### src/sv/b64d_pkg.sv
// b64d_pkg: shared types and the character classifier of the base64url decoder
// used by b64d_front, b64d_queue and b64d_back; depends on nothing
`default_nettype none

package b64d_pkg;

  localparam int unsigned CharW   = 8;
  localparam int unsigned SextetW = 6;

  typedef enum logic [1:0] {
    CharBlank,
    CharBad,
    CharData
  } char_kind_e;

  // one classified character as it travels from front to back
  typedef struct packed {
    char_kind_e           kind;
    logic [SextetW-1:0]   sextet;
    logic                 last;
  } char_item_t;

  // maps a character to its kind and, for alphabet characters, its 6-bit value
  function automatic char_item_t classify(input logic [CharW-1:0] c, input logic last);
    char_item_t      item;
    logic [CharW-1:0] diff;
    item.kind   = CharBad;
    item.sextet = '0;
    item.last   = last;
    diff        = '0;
    case (c) inside
      [8'd9:8'd13], 8'd32: begin
        item.kind = CharBlank;
      end
      [8'h41:8'h5A]: begin
        diff        = c - 8'h41;
        item.kind   = CharData;
        item.sextet = diff[SextetW-1:0];
      end
      [8'h61:8'h7A]: begin
        diff        = c - 8'h47;
        item.kind   = CharData;
        item.sextet = diff[SextetW-1:0];
      end
      [8'h30:8'h39]: begin
        diff        = c + 8'd4;
        item.kind   = CharData;
        item.sextet = diff[SextetW-1:0];
      end
      8'h2D: begin
        item.kind   = CharData;
        item.sextet = 6'd62;
      end
      8'h5F: begin
        item.kind   = CharData;
        item.sextet = 6'd63;
      end
      default: begin
        item.kind = CharBad;
      end
    endcase
    return item;
  endfunction

endpackage

`default_nettype wire

### src/sv/base64url_decoder.sv
// base64url_decoder: top level of the streaming unpadded base64url decoder
// depends on b64d_pkg, b64d_front, b64d_queue and b64d_back
//
//   channel | direction | handshake               | payload
//   --------+-----------+-------------------------+----------------------------------
//   input   | in        | in_valid_i/in_stall_o   | text_char_i, text_end_i
//   output  | out       | out_valid_o/out_stall_i | out_byte_o, byte_present_o,
//           |           |                         | bad_text_o, result_end_o
//
// one character per cycle sustained while the output is not stalled; a character's
// result passes the front register, the queue and then the result register
// the front stalls only when its register is full and the two-entry queue is full
// the back pops the queue whenever the result register is empty or being drained
// reset is asynchronous, active low, and clears phase, pending bits, error and valids
`default_nettype none

module base64url_decoder (
  input  wire logic       clk_i,
  input  wire logic       rst_ni,
  input  wire logic       in_valid_i,
  output logic            in_stall_o,
  input  wire logic [7:0] text_char_i,
  input  wire logic       text_end_i,
  output logic            out_valid_o,
  input  wire logic       out_stall_i,
  output logic [7:0]      out_byte_o,
  output logic            byte_present_o,
  output logic            bad_text_o,
  output logic            result_end_o
);
  import b64d_pkg::*;

  // front to queue
  logic       push;
  char_item_t push_item;
  logic       q_full;

  // queue to back
  logic       pop;
  logic       q_empty;
  char_item_t head;

  // classify characters: blank, invalid, or alphabet with its sextet
  b64d_front u_front (
    .clk_i       (clk_i),
    .rst_ni      (rst_ni),
    .in_valid_i  (in_valid_i),
    .in_stall_o  (in_stall_o),
    .text_char_i (text_char_i),
    .text_end_i  (text_end_i),
    .q_full_i    (q_full),
    .push_o      (push),
    .push_item_o (push_item)
  );

  // decouples classification from assembly so each side can stall alone
  b64d_queue u_queue (
    .clk_i       (clk_i),
    .rst_ni      (rst_ni),
    .push_i      (push),
    .push_item_i (push_item),
    .full_o      (q_full),
    .pop_i       (pop),
    .empty_o     (q_empty),
    .head_o      (head)
  );

  // four-phase byte assembly, sticky error and the result register
  b64d_back u_back (
    .clk_i          (clk_i),
    .rst_ni         (rst_ni),
    .q_empty_i      (q_empty),
    .head_i         (head),
    .pop_o          (pop),
    .out_valid_o    (out_valid_o),
    .out_stall_i    (out_stall_i),
    .out_byte_o     (out_byte_o),
    .byte_present_o (byte_present_o),
    .bad_text_o     (bad_text_o),
    .result_end_o   (result_end_o)
  );

endmodule

`default_nettype wire

### src/sv/b64d_front.sv
// b64d_front: input stage, takes characters and classifies them into a register
// depends on b64d_pkg
`default_nettype none

module b64d_front (
  input  wire logic                     clk_i,
  input  wire logic                     rst_ni,
  input  wire logic                     in_valid_i,
  output logic                          in_stall_o,
  input  wire logic [b64d_pkg::CharW-1:0] text_char_i,
  input  wire logic                     text_end_i,
  input  wire logic                     q_full_i,
  output logic                          push_o,
  output b64d_pkg::char_item_t          push_item_o
);
  import b64d_pkg::*;

  logic       valid_q, valid_d;
  char_item_t item_q;
  logic       accept;

  assign in_stall_o  = valid_q && q_full_i;
  assign accept      = in_valid_i && !in_stall_o;
  assign push_o      = valid_q && !q_full_i;
  assign push_item_o = item_q;

  always_comb begin
    valid_d = valid_q;
    if (accept) begin
      valid_d = 1'b1;
    end else if (push_o) begin
      valid_d = 1'b0;
    end
  end

  always_ff @(posedge clk_i or negedge rst_ni) begin
    if (!rst_ni) begin
      valid_q <= 1'b0;
    end else begin
      valid_q <= valid_d;
    end
  end

  always_ff @(posedge clk_i) begin
    if (accept) begin
      item_q <= classify(text_char_i, text_end_i);
    end
  end

endmodule

`default_nettype wire

### src/sv/b64d_queue.sv
// b64d_queue: two-entry queue of classified characters between front and back
// depends on b64d_pkg
`default_nettype none

module b64d_queue (
  input  wire logic                 clk_i,
  input  wire logic                 rst_ni,
  input  wire logic                 push_i,
  input  wire b64d_pkg::char_item_t push_item_i,
  output logic                      full_o,
  input  wire logic                 pop_i,
  output logic                      empty_o,
  output b64d_pkg::char_item_t      head_o
);
  import b64d_pkg::*;

  char_item_t  entry_q [2];
  logic        wr_ptr_q, rd_ptr_q;
  logic [1:0]  count_q, count_d;

  assign full_o  = (count_q == 2'd2);
  assign empty_o = (count_q == 2'd0);
  assign head_o  = entry_q[rd_ptr_q];

  always_comb begin
    count_d = count_q;
    if (push_i && !pop_i) begin
      count_d = count_q + 2'd1;
    end else if (pop_i && !push_i) begin
      count_d = count_q - 2'd1;
    end
  end

  always_ff @(posedge clk_i or negedge rst_ni) begin
    if (!rst_ni) begin
      wr_ptr_q <= 1'b0;
      rd_ptr_q <= 1'b0;
      count_q  <= 2'd0;
    end else begin
      count_q <= count_d;
      if (push_i) begin
        wr_ptr_q <= ~wr_ptr_q;
      end
      if (pop_i) begin
        rd_ptr_q <= ~rd_ptr_q;
      end
    end
  end

  always_ff @(posedge clk_i) begin
    if (push_i) begin
      entry_q[wr_ptr_q] <= push_item_i;
    end
  end

endmodule

`default_nettype wire

### src/sv/b64d_back.sv
// b64d_back: sextet assembly state and the registered result stage
// depends on b64d_pkg
`default_nettype none

module b64d_back (
  input  wire logic                 clk_i,
  input  wire logic                 rst_ni,
  input  wire logic                 q_empty_i,
  input  wire b64d_pkg::char_item_t head_i,
  output logic                      pop_o,
  output logic                      out_valid_o,
  input  wire logic                 out_stall_i,
  output logic [7:0]                out_byte_o,
  output logic                      byte_present_o,
  output logic                      bad_text_o,
  output logic                      result_end_o
);
  import b64d_pkg::*;

  logic [1:0] phase_q, phase_d;
  logic [7:0] pend_q, pend_d;
  logic       err_q, err_d;
  logic       out_valid_q;
  logic [7:0] byte_q;
  logic       have_q, bad_q, end_q;

  logic       have;
  logic [7:0] byte_val;
  logic [5:0] s;

  assign pop_o          = !q_empty_i && (!out_valid_q || !out_stall_i);
  assign s              = head_i.sextet;
  assign out_valid_o    = out_valid_q;
  assign out_byte_o     = byte_q;
  assign byte_present_o = have_q;
  assign bad_text_o     = bad_q;
  assign result_end_o   = end_q;

  always_comb begin
    phase_d  = phase_q;
    pend_d   = pend_q;
    err_d    = err_q;
    have     = 1'b0;
    byte_val = 8'd0;
    case (head_i.kind)
      CharBad: begin
        err_d = 1'b1;
      end
      CharData: begin
        have    = (phase_q != 2'd0);
        phase_d = phase_q + 2'd1;
        case (phase_q)
          2'd0: begin
            pend_d = {s, 2'b00};
          end
          2'd1: begin
            byte_val = pend_q | {6'd0, s[5:4]};
            pend_d   = {s[3:0], 4'd0};
          end
          2'd2: begin
            byte_val = pend_q | {4'd0, s[5:2]};
            pend_d   = {s[1:0], 6'd0};
          end
          default: begin
            byte_val = pend_q | {2'd0, s};
            pend_d   = 8'd0;
          end
        endcase
      end
      default: begin
      end
    endcase
  end

  always_ff @(posedge clk_i or negedge rst_ni) begin
    if (!rst_ni) begin
      phase_q     <= 2'd0;
      pend_q      <= 8'd0;
      err_q       <= 1'b0;
      out_valid_q <= 1'b0;
      byte_q      <= 8'd0;
      have_q      <= 1'b0;
      bad_q       <= 1'b0;
      end_q       <= 1'b0;
    end else begin
      // a new result replaces the one leaving, otherwise a drained register empties
      if (pop_o && (have || head_i.last)) begin
        out_valid_q <= 1'b1;
      end else if (!out_stall_i) begin
        out_valid_q <= 1'b0;
      end
      if (pop_o) begin
        // the last character closes the text and drops leftover bits
        if (head_i.last) begin
          phase_q <= 2'd0;
          pend_q  <= 8'd0;
          err_q   <= 1'b0;
        end else begin
          phase_q <= phase_d;
          pend_q  <= pend_d;
          err_q   <= err_d;
        end
        if (have || head_i.last) begin
          byte_q      <= byte_val;
          have_q      <= have;
          bad_q       <= err_d;
          end_q       <= head_i.last;
        end
      end
    end
  end

endmodule

`default_nettype wire

### config.mk
export PLATFORM = sky130hd
export DESIGN_NAME = base64url_decoder
export DESIGN_NICKNAME = d
export VERILOG_FILES = /design/src/sv/b64d_pkg.sv /design/src/sv/base64url_decoder.sv /design/src/sv/b64d_front.sv /design/src/sv/b64d_queue.sv /design/src/sv/b64d_back.sv
export SDC_FILE = /design/constraint.sdc
export NUM_CORES = 1
export LEC_CHECK = 0
export BUFFER_PORTS_ARGS = -buffer_cell sky130_fd_sc_hd__buf_2
export CORE_MARGIN = 2
export CORE_UTILIZATION = 45
export CTS_CLUSTER_SIZE = 20
export DETAILED_ROUTE_END_ITERATION = 16
export PLACE_DENSITY_LB_ADDON = 0.12
export SYNTH_ARGS = -nofsm -noshare
export SYNTH_HDL_FRONTEND = slang
export SYNTH_SLANG_ARGS = --single-unit
### constraint.sdc
create_clock -name clk_i -period 3.1 [get_ports clk_i]
set_input_delay 0.155 -clock clk_i [delete_from_list [all_inputs] [get_ports clk_i]]
set_output_delay 0.155 -clock clk_i [all_outputs]
set_load 0.1 [all_outputs]
==> results of run 1 <==
power groups by stage:
stage               Clock (mW)  Sequential (mW)  Combinational (mW)
floorplan                    0             1.32               0.685
detailed placement           0             1.14                1.12
finish                   0.545             1.12                1.12
global placement             0             1.13                1.11
CTS                      0.559             1.12                1.12
global route             0.583             1.15                1.22
logic make-up after synthesis:
logic type	Yosys count	synth area share [%]
AO/OA/AOI/OAI	63	16.3
adder cells (fa/ha/maj)	14	6.22
XOR/XNOR	11	3.42
buffers and inverters	21	3.29
multiplexers	11	4.27
AND/OR/NAND/NOR	80	14.6
flip-flops	53	51.9
critical path, stage by stage, from the launching register on:
cell,delay (ps)
dfrtp_1,620
or3b_4,490
a21oi_1,150
o21ai_1,70
buf_4,190
a2111oi_0,590
a21o_1,130
final cells by class:
class                   count  area share, %
flip-flops and latches     53           46.6
multi-input cells         179           40.2
repair buffers             27           4.55
well taps                  75           2.99
clock buffers               5           2.19
clock inverters             3           2.07
inverters                  12           1.44
sequential cells by signal, indices dropped and copies added (netlist names):
register               count
u_queue.entry_q           18
u_front.push_item_o        9
u_back.out_byte_o          8
u_back.pend_q              6
u_back.phase_q             2
u_queue.count_q            2
u_back.bad_text_o          1
u_back.byte_present_o      1
u_back.err_q               1
u_back.out_valid_o         1
u_back.result_end_o        1
u_front.valid_q            1
u_queue.rd_ptr_q           1
u_queue.wr_ptr_q           1
metal layers:
layer | GRT usage (%) | up-vias | share of wire [%]
met5 | 0 | - | 0
met3 | 4.17 | 5 | 3.8
met4 | 4.77 | 0 | 0.55
met1 | 23.2 | 956 | 48
met2 | 25.8 | 48 | 48
li1 | - | 984 | -
final timing paths:
kind | start | to | slack [ps] | cells past startpoint
max reg2reg | u_queue.rd_ptr_q$_DFFE_PN0P_ | u_back.out_byte_o[1]$_DFFE_PN0P_ | 790 | 6
min | text_end_i | u_front.push_item_o[0]$_DFFE_PP_ | 40 | 1
min in group asynchronous | rst_ni | u_front.valid_q$_DFFE_PN0P_ | 380 | 2
max | u_queue.rd_ptr_q$_DFFE_PN0P_ | u_back.out_byte_o[1]$_DFFE_PN0P_ | 790 | 6
min reg2reg | u_front.push_item_o[3]$_SDFFCE_PP0P_ | u_queue.entry_q[0][3]$_DFFE_PP_ | 460 | 0
max in group asynchronous | rst_ni | u_back.phase_q[0]$_DFFE_PN0P_ | 2340 | 2
cell usage in the layout, fill, tap and decap left out, drive strengths merged, types with 2 or more instances in the layout:
cell	n
nor3	5
nand3b	3
clkbuf	5
a222oi	2
and2	4
buf	26
xnor2	7
a21o	2
a22o	3
nand2b	5
nand3	5
inv	12
nor2b	3
a221oi	5
bufinv	2
nor4	2
a211oi	4
nand2	26
a311oi	2
o21ai	14
o41ai	2
edfxtp	27
a2111oi	3
mux2	8
nor3b	3
dfrtp	26
or3b	2
a21oi	12
mux2i	3
ha	14
xor2	4
nor2	18
a22oi	3
stage by stage:
stage | utilization [%] | setup WS [ps]
5_1_grt | 52.4 | 591
3_5_place_dp | 50.0 | 798
2_1_floorplan | - | 1140
3_3_place_gp | 50.0 | 787
6_report | 52.4 | 793
4_1_cts | 52.4 | 775
timing repair:
action | CTS | global route
hold buffers | 1 | 0
buffers inserted | 0 | 0
hold endpoints to repair | 26 | 0
==> flow_summary_export.csv, run 1 <==
group,metric,value,unit
run_status,status,"complete, no violations",
finish,nets,305,
route,viasPerCell,5.63,
cts,cts_resized,0,
yosys,yosys.area.top_type_share,28.8,%
sta,slew_headroom,42.0,%
power_and_ir_drop,swShare,41.0,%
placement,placed_area,0.00299,mm2
yosys,synth_edf_count,27,
finish,drive_gt1_share,18.6,%
power_and_ir_drop,combPwrFrac,40.2,%
route,routed-via-count,1993,
sta,finalCritPeriodShare,74.4,%
sta,rsz0062_at_grt,"false",
finish,fin_area,0.00314,mm2
critical_path,cp-end-kind,"register",
global_routing,grt_use_total,16.7,%
critical_path,path_max_fanout,15,
global_routing,grt-ovfl-total,0,
cts,clkTransAtPathRegs,90,ps
power_and_ir_drop,seq_power_share,40.3,%
route,final_antenna_net_count,0,
sta,fin_setup_tns,0,ps
power_and_ir_drop,total_power,2.79,mW
cts,insertion_delay,300,ps
yosys,synthFlopType,"edfxtp_1",
route,first_iter_violations,109,
sta,fmax,434,MHz
yosys,syn-num-nets,280,
route,first_pass_iters,4,
global_routing,grt_max_degree,27,
power_and_ir_drop,power.density,888,mW/mm2
route,drt_wl_total,5610,um
finish,n_antenna_cell,0,
route,drt_drc_violations_left,0,
critical_path,critPathKind,"register to register",
yosys,syn_inst,253,
finish,final_cell_count_no_fill,354,
sta,fin_hold_ws,42.0,ps
sta,max_slew.worst_pin.slew,867,ps
global_routing,grt_pass1_wl,9110,um
finish,area_delta_synth_final,11.5,%
yosys,syn_area,0.00282,mm2
cts,clockRootBuffer,"clkbuf_8",
sta,period_needed,2310,ps
min_path,min_path_type,"input port to register",
yosys,synth.ff_latch_count,53,
critical_path,crit_path_start_kind,"register",
power_and_ir_drop,p_clk_share,19.6,%
yosys,netlist_top_cells_count,"edfxtp_1 (27), dfrtp_1 (26), nand2_1 (26)",
critical_path,required,3350,ps
global_routing,antenna_found_initial,0,
cts,clock_sinks,53,
finish,multi_input_area,0.00126,mm2
placement,dpl.cell_count,345,
yosys,syn-mean-instance-area,11.1,um2
finish,n_fill_cell,536,
route,wl_per_cell,15.8,um
sta,drv_slew,0,
cts,htree_levels,2,
yosys,yosysTopAreaCell,"edfxtp_1",
power_and_ir_drop,leakage,1.32,nW
floorplanning,ios,26,
floorplanning,start_util,47.0,%
sta,setup_violations,0,
job,maxCapViolCount,0,
yosys,synthArstFlopShare,49.1,%
finish,seq_area,0.00146,mm2
floorplanning,rows,28,
yosys,yosys-top-cells-area,"edfxtp_1 (29%), dfrtp_1 (23%), ha_1 (6.2%)",
power_and_ir_drop,vdd_drop_max,0.000575,V
yosys,yosysMostFrequentCell,"edfxtp_1",
critical_path,cp.arrival,2550,ps
sta,fin_skew,4.33,ps
placement,io_buffer_count,25,
cts,cts_tree,"done",
yosys,synth_warnings,0,
floorplanning,dieArea,0.00690,mm2
placement,globalplace.congestion,0.807,
power_and_ir_drop,p_sw,1.14,mW
power_and_ir_drop,intPower,1.64,mW
floorplanning,core-area,0.00599,mm2
global_routing,grt_pass1_vias,1869,
cts,clock_path_buffers,2,
placement,place_hpwl,4220,um
yosys,synth_cell_types,57,
yosys,seq_area_frac_synth,51.9,%
floorplanning,die_width,83.1,um
cts,cts_made_buffers,5,
sta,hold_violations,0,
floorplanning,die_h,83.1,um
Power figures use the tool's default switching activity.
==> inputs of run 2 (changes only) <==
==> constraint.sdc (replaced) <==
create_clock -name clk_i -period 2.35 [get_ports clk_i]
set_input_delay 0.1175 -clock clk_i [delete_from_list [all_inputs] [get_ports clk_i]]
set_output_delay 0.1175 -clock clk_i [all_outputs]
set_load 0.1 [all_outputs]
==> flow_summary_export.csv, run 2 (same netlist as run 1, synthesis figures left out) <==
group,metric,value,unit
sta,setup_violations,0,
finish,n_antenna_cell,0,
sta,slew_headroom,59.1,%
critical_path,required,2600,ps
placement,place_hpwl,4210,um
floorplanning,dieArea,0.00690,mm2
cts,cts_made_buffers,5,
route,viasPerCell,5.63,
global_routing,grt_pass1_wl,9530,um
power_and_ir_drop,power.density,1150,mW/mm2
sta,fmax,472,MHz
route,maxUsedRoutingLayer,"met4",
critical_path,path_max_fanout,13,
cts,cts_setup_buffers,0,
cts,clock_sinks,53,
global_routing,antenna_found_initial,0,
sta,period_needed,2120,ps
finish,mostFrequentLayoutCells,"edfxtp_1 (27), nand2_1 (26), dfrtp_1 (26)",
floorplanning,die_width,83.1,um
placement,io_buffer_count,25,
route,wl_met2,2570,um
sta,finalCritPeriodShare,90.2,%
cts,htree_levels,2,
floorplanning,start_util,47.0,%
finish,n_fill_cell,534,
floorplanning,die_h,83.1,um
sta,hold_violations,0,
sta,fin_setup_tns,0,ps
finish,seq_area,0.00146,mm2
finish,regMostFlops,"u_queue.entry_q",
cts,clockRootBuffer,"clkbuf_8",
job,maxCapViolCount,0,
min_path,min_path_type,"input port to register",
global_routing,grt_use_total,17.2,%
floorplanning,core-area,0.00599,mm2
run_status,status,"complete, no violations",
power_and_ir_drop,leakage,1.35,nW
global_routing,grt_max_degree,27,
critical_path,crit_path_start_kind,"register",
finish,nets,311,
route,final_antenna_net_count,0,
finish,drive_gt1_share,19.6,%
cts,clock_path_buffers,2,
finish,utilization,53.1,%
critical_path,cp.arrival,2370,ps
sta,fin_hold_ws,24.9,ps
cts,insertion_delay,310,ps
finish,multi_input_area,0.00126,mm2
power_and_ir_drop,vdd_drop_max,0.000691,V
route,drt_wl_total,5600,um
finish,largest_reg_flops,18,
critical_path,critPathKind,"register to register",
floorplanning,rows,28,
sta,rsz0062_at_grt,"false",
global_routing,grt-ovfl-total,0,
placement,globalplace.congestion,0.847,
route,routed-via-count,2027,
route,met1_length,2710,um
sta,fin_skew,6.87,ps
sta,max_slew.worst_pin.slew,598,ps
route,drt_drc_violations_left,0,
global_routing,grt_pass1_vias,1925,
finish,area_delta_synth_final,13.1,%
route,wl_per_cell,15.6,um
cts,cts_tree,"done",
critical_path,r2r_slack,230,ps
route,first_pass_iters,4,
route,first_iter_violations,104,
floorplanning,ios,26,
cts,clkTransAtPathRegs,90,ps
critical_path,cp-end-kind,"register",
route,wl_met3,272,um
finish,final_common_cell,"edfxtp_1",
sta,drv_slew,0,
run 2: worst paths after layout:
kind                                                 startpoint                                 to  cells after the start
setup / recovery                   u_queue.rd_ptr_q$_DFFE_PN0P_   u_back.out_byte_o[0]$_DFFE_PN0P_                      5
max in group asynchronous                                rst_ni  u_back.byte_present_o$_DFFE_PN0P_                      2
min in group asynchronous                                rst_ni     u_queue.count_q[1]$_DFFE_PN0P_                      2
setup reg to reg                   u_queue.rd_ptr_q$_DFFE_PN0P_   u_back.out_byte_o[0]$_DFFE_PN0P_                      5
hold reg to reg            u_front.push_item_o[7]$_SDFFCE_PP0P_    u_queue.entry_q[1][7]$_DFFE_PP_                      0
hold / removal                                      out_stall_i     u_back.out_valid_o$_DFFE_PN0P_                      3
run 2: what timing repair did:
action | CTS | global route
hold buffers | 3 | 0
endpoints found under the hold margin | 28 | 0
gates resized for setup | 0 | 0
run 2: area by class of cell:
class / count / share of cell area (%)
clock buffers: 6 / 2.95
clock inverters: 2 / 1.10
inverters: 12 / 1.42
multi-input cells: 179 / 39.6
flip-flops and latches: 53 / 45.9
well taps: 75 / 2.95
repair buffers: 33 / 6.05
run 2: power breakdown:
group	switching [mW]	total, mW	internal, mW
Combinational	1.03	1.52	0.492
Sequential	0.176	1.46	1.29
Clock	0.299	0.679	0.380
Total	1.51	3.67	2.16
run 2: per-layer routing:
| metal | GRT usage, % | vias to the layer above |
|---|---|---|
| met5 | 0 | - |
| met1 | 24.7 | 974 |
| li1 | - | 999 |
| met4 | 5.81 | 0 |
| met3 | 2.98 | 5 |
| met2 | 26.4 | 49 |
run 2: through the flow:
stage / total power [mW] / cells / instance area (um2) / setup WS [ps]
2_1_floorplan: 2.64 / 253 / 2820 / 387
3_5_place_dp: 3.01 / 349 / 3020 / 244
3_3_place_gp: 2.99 / 349 / 3020 / 245
5_1_grt: 3.89 / 360 / 3180 / 20.8
4_1_cts: 3.69 / 360 / 3180 / 215
6_report: 3.67 / 360 / 3180 / 230
run 2: critical path: stages (launching register included):
cell	delay, ps
dfrtp_1	570
or3b_4	460
a21oi_1	150
o21ai_1	150
a2111oi_0	580
a21o_1	140
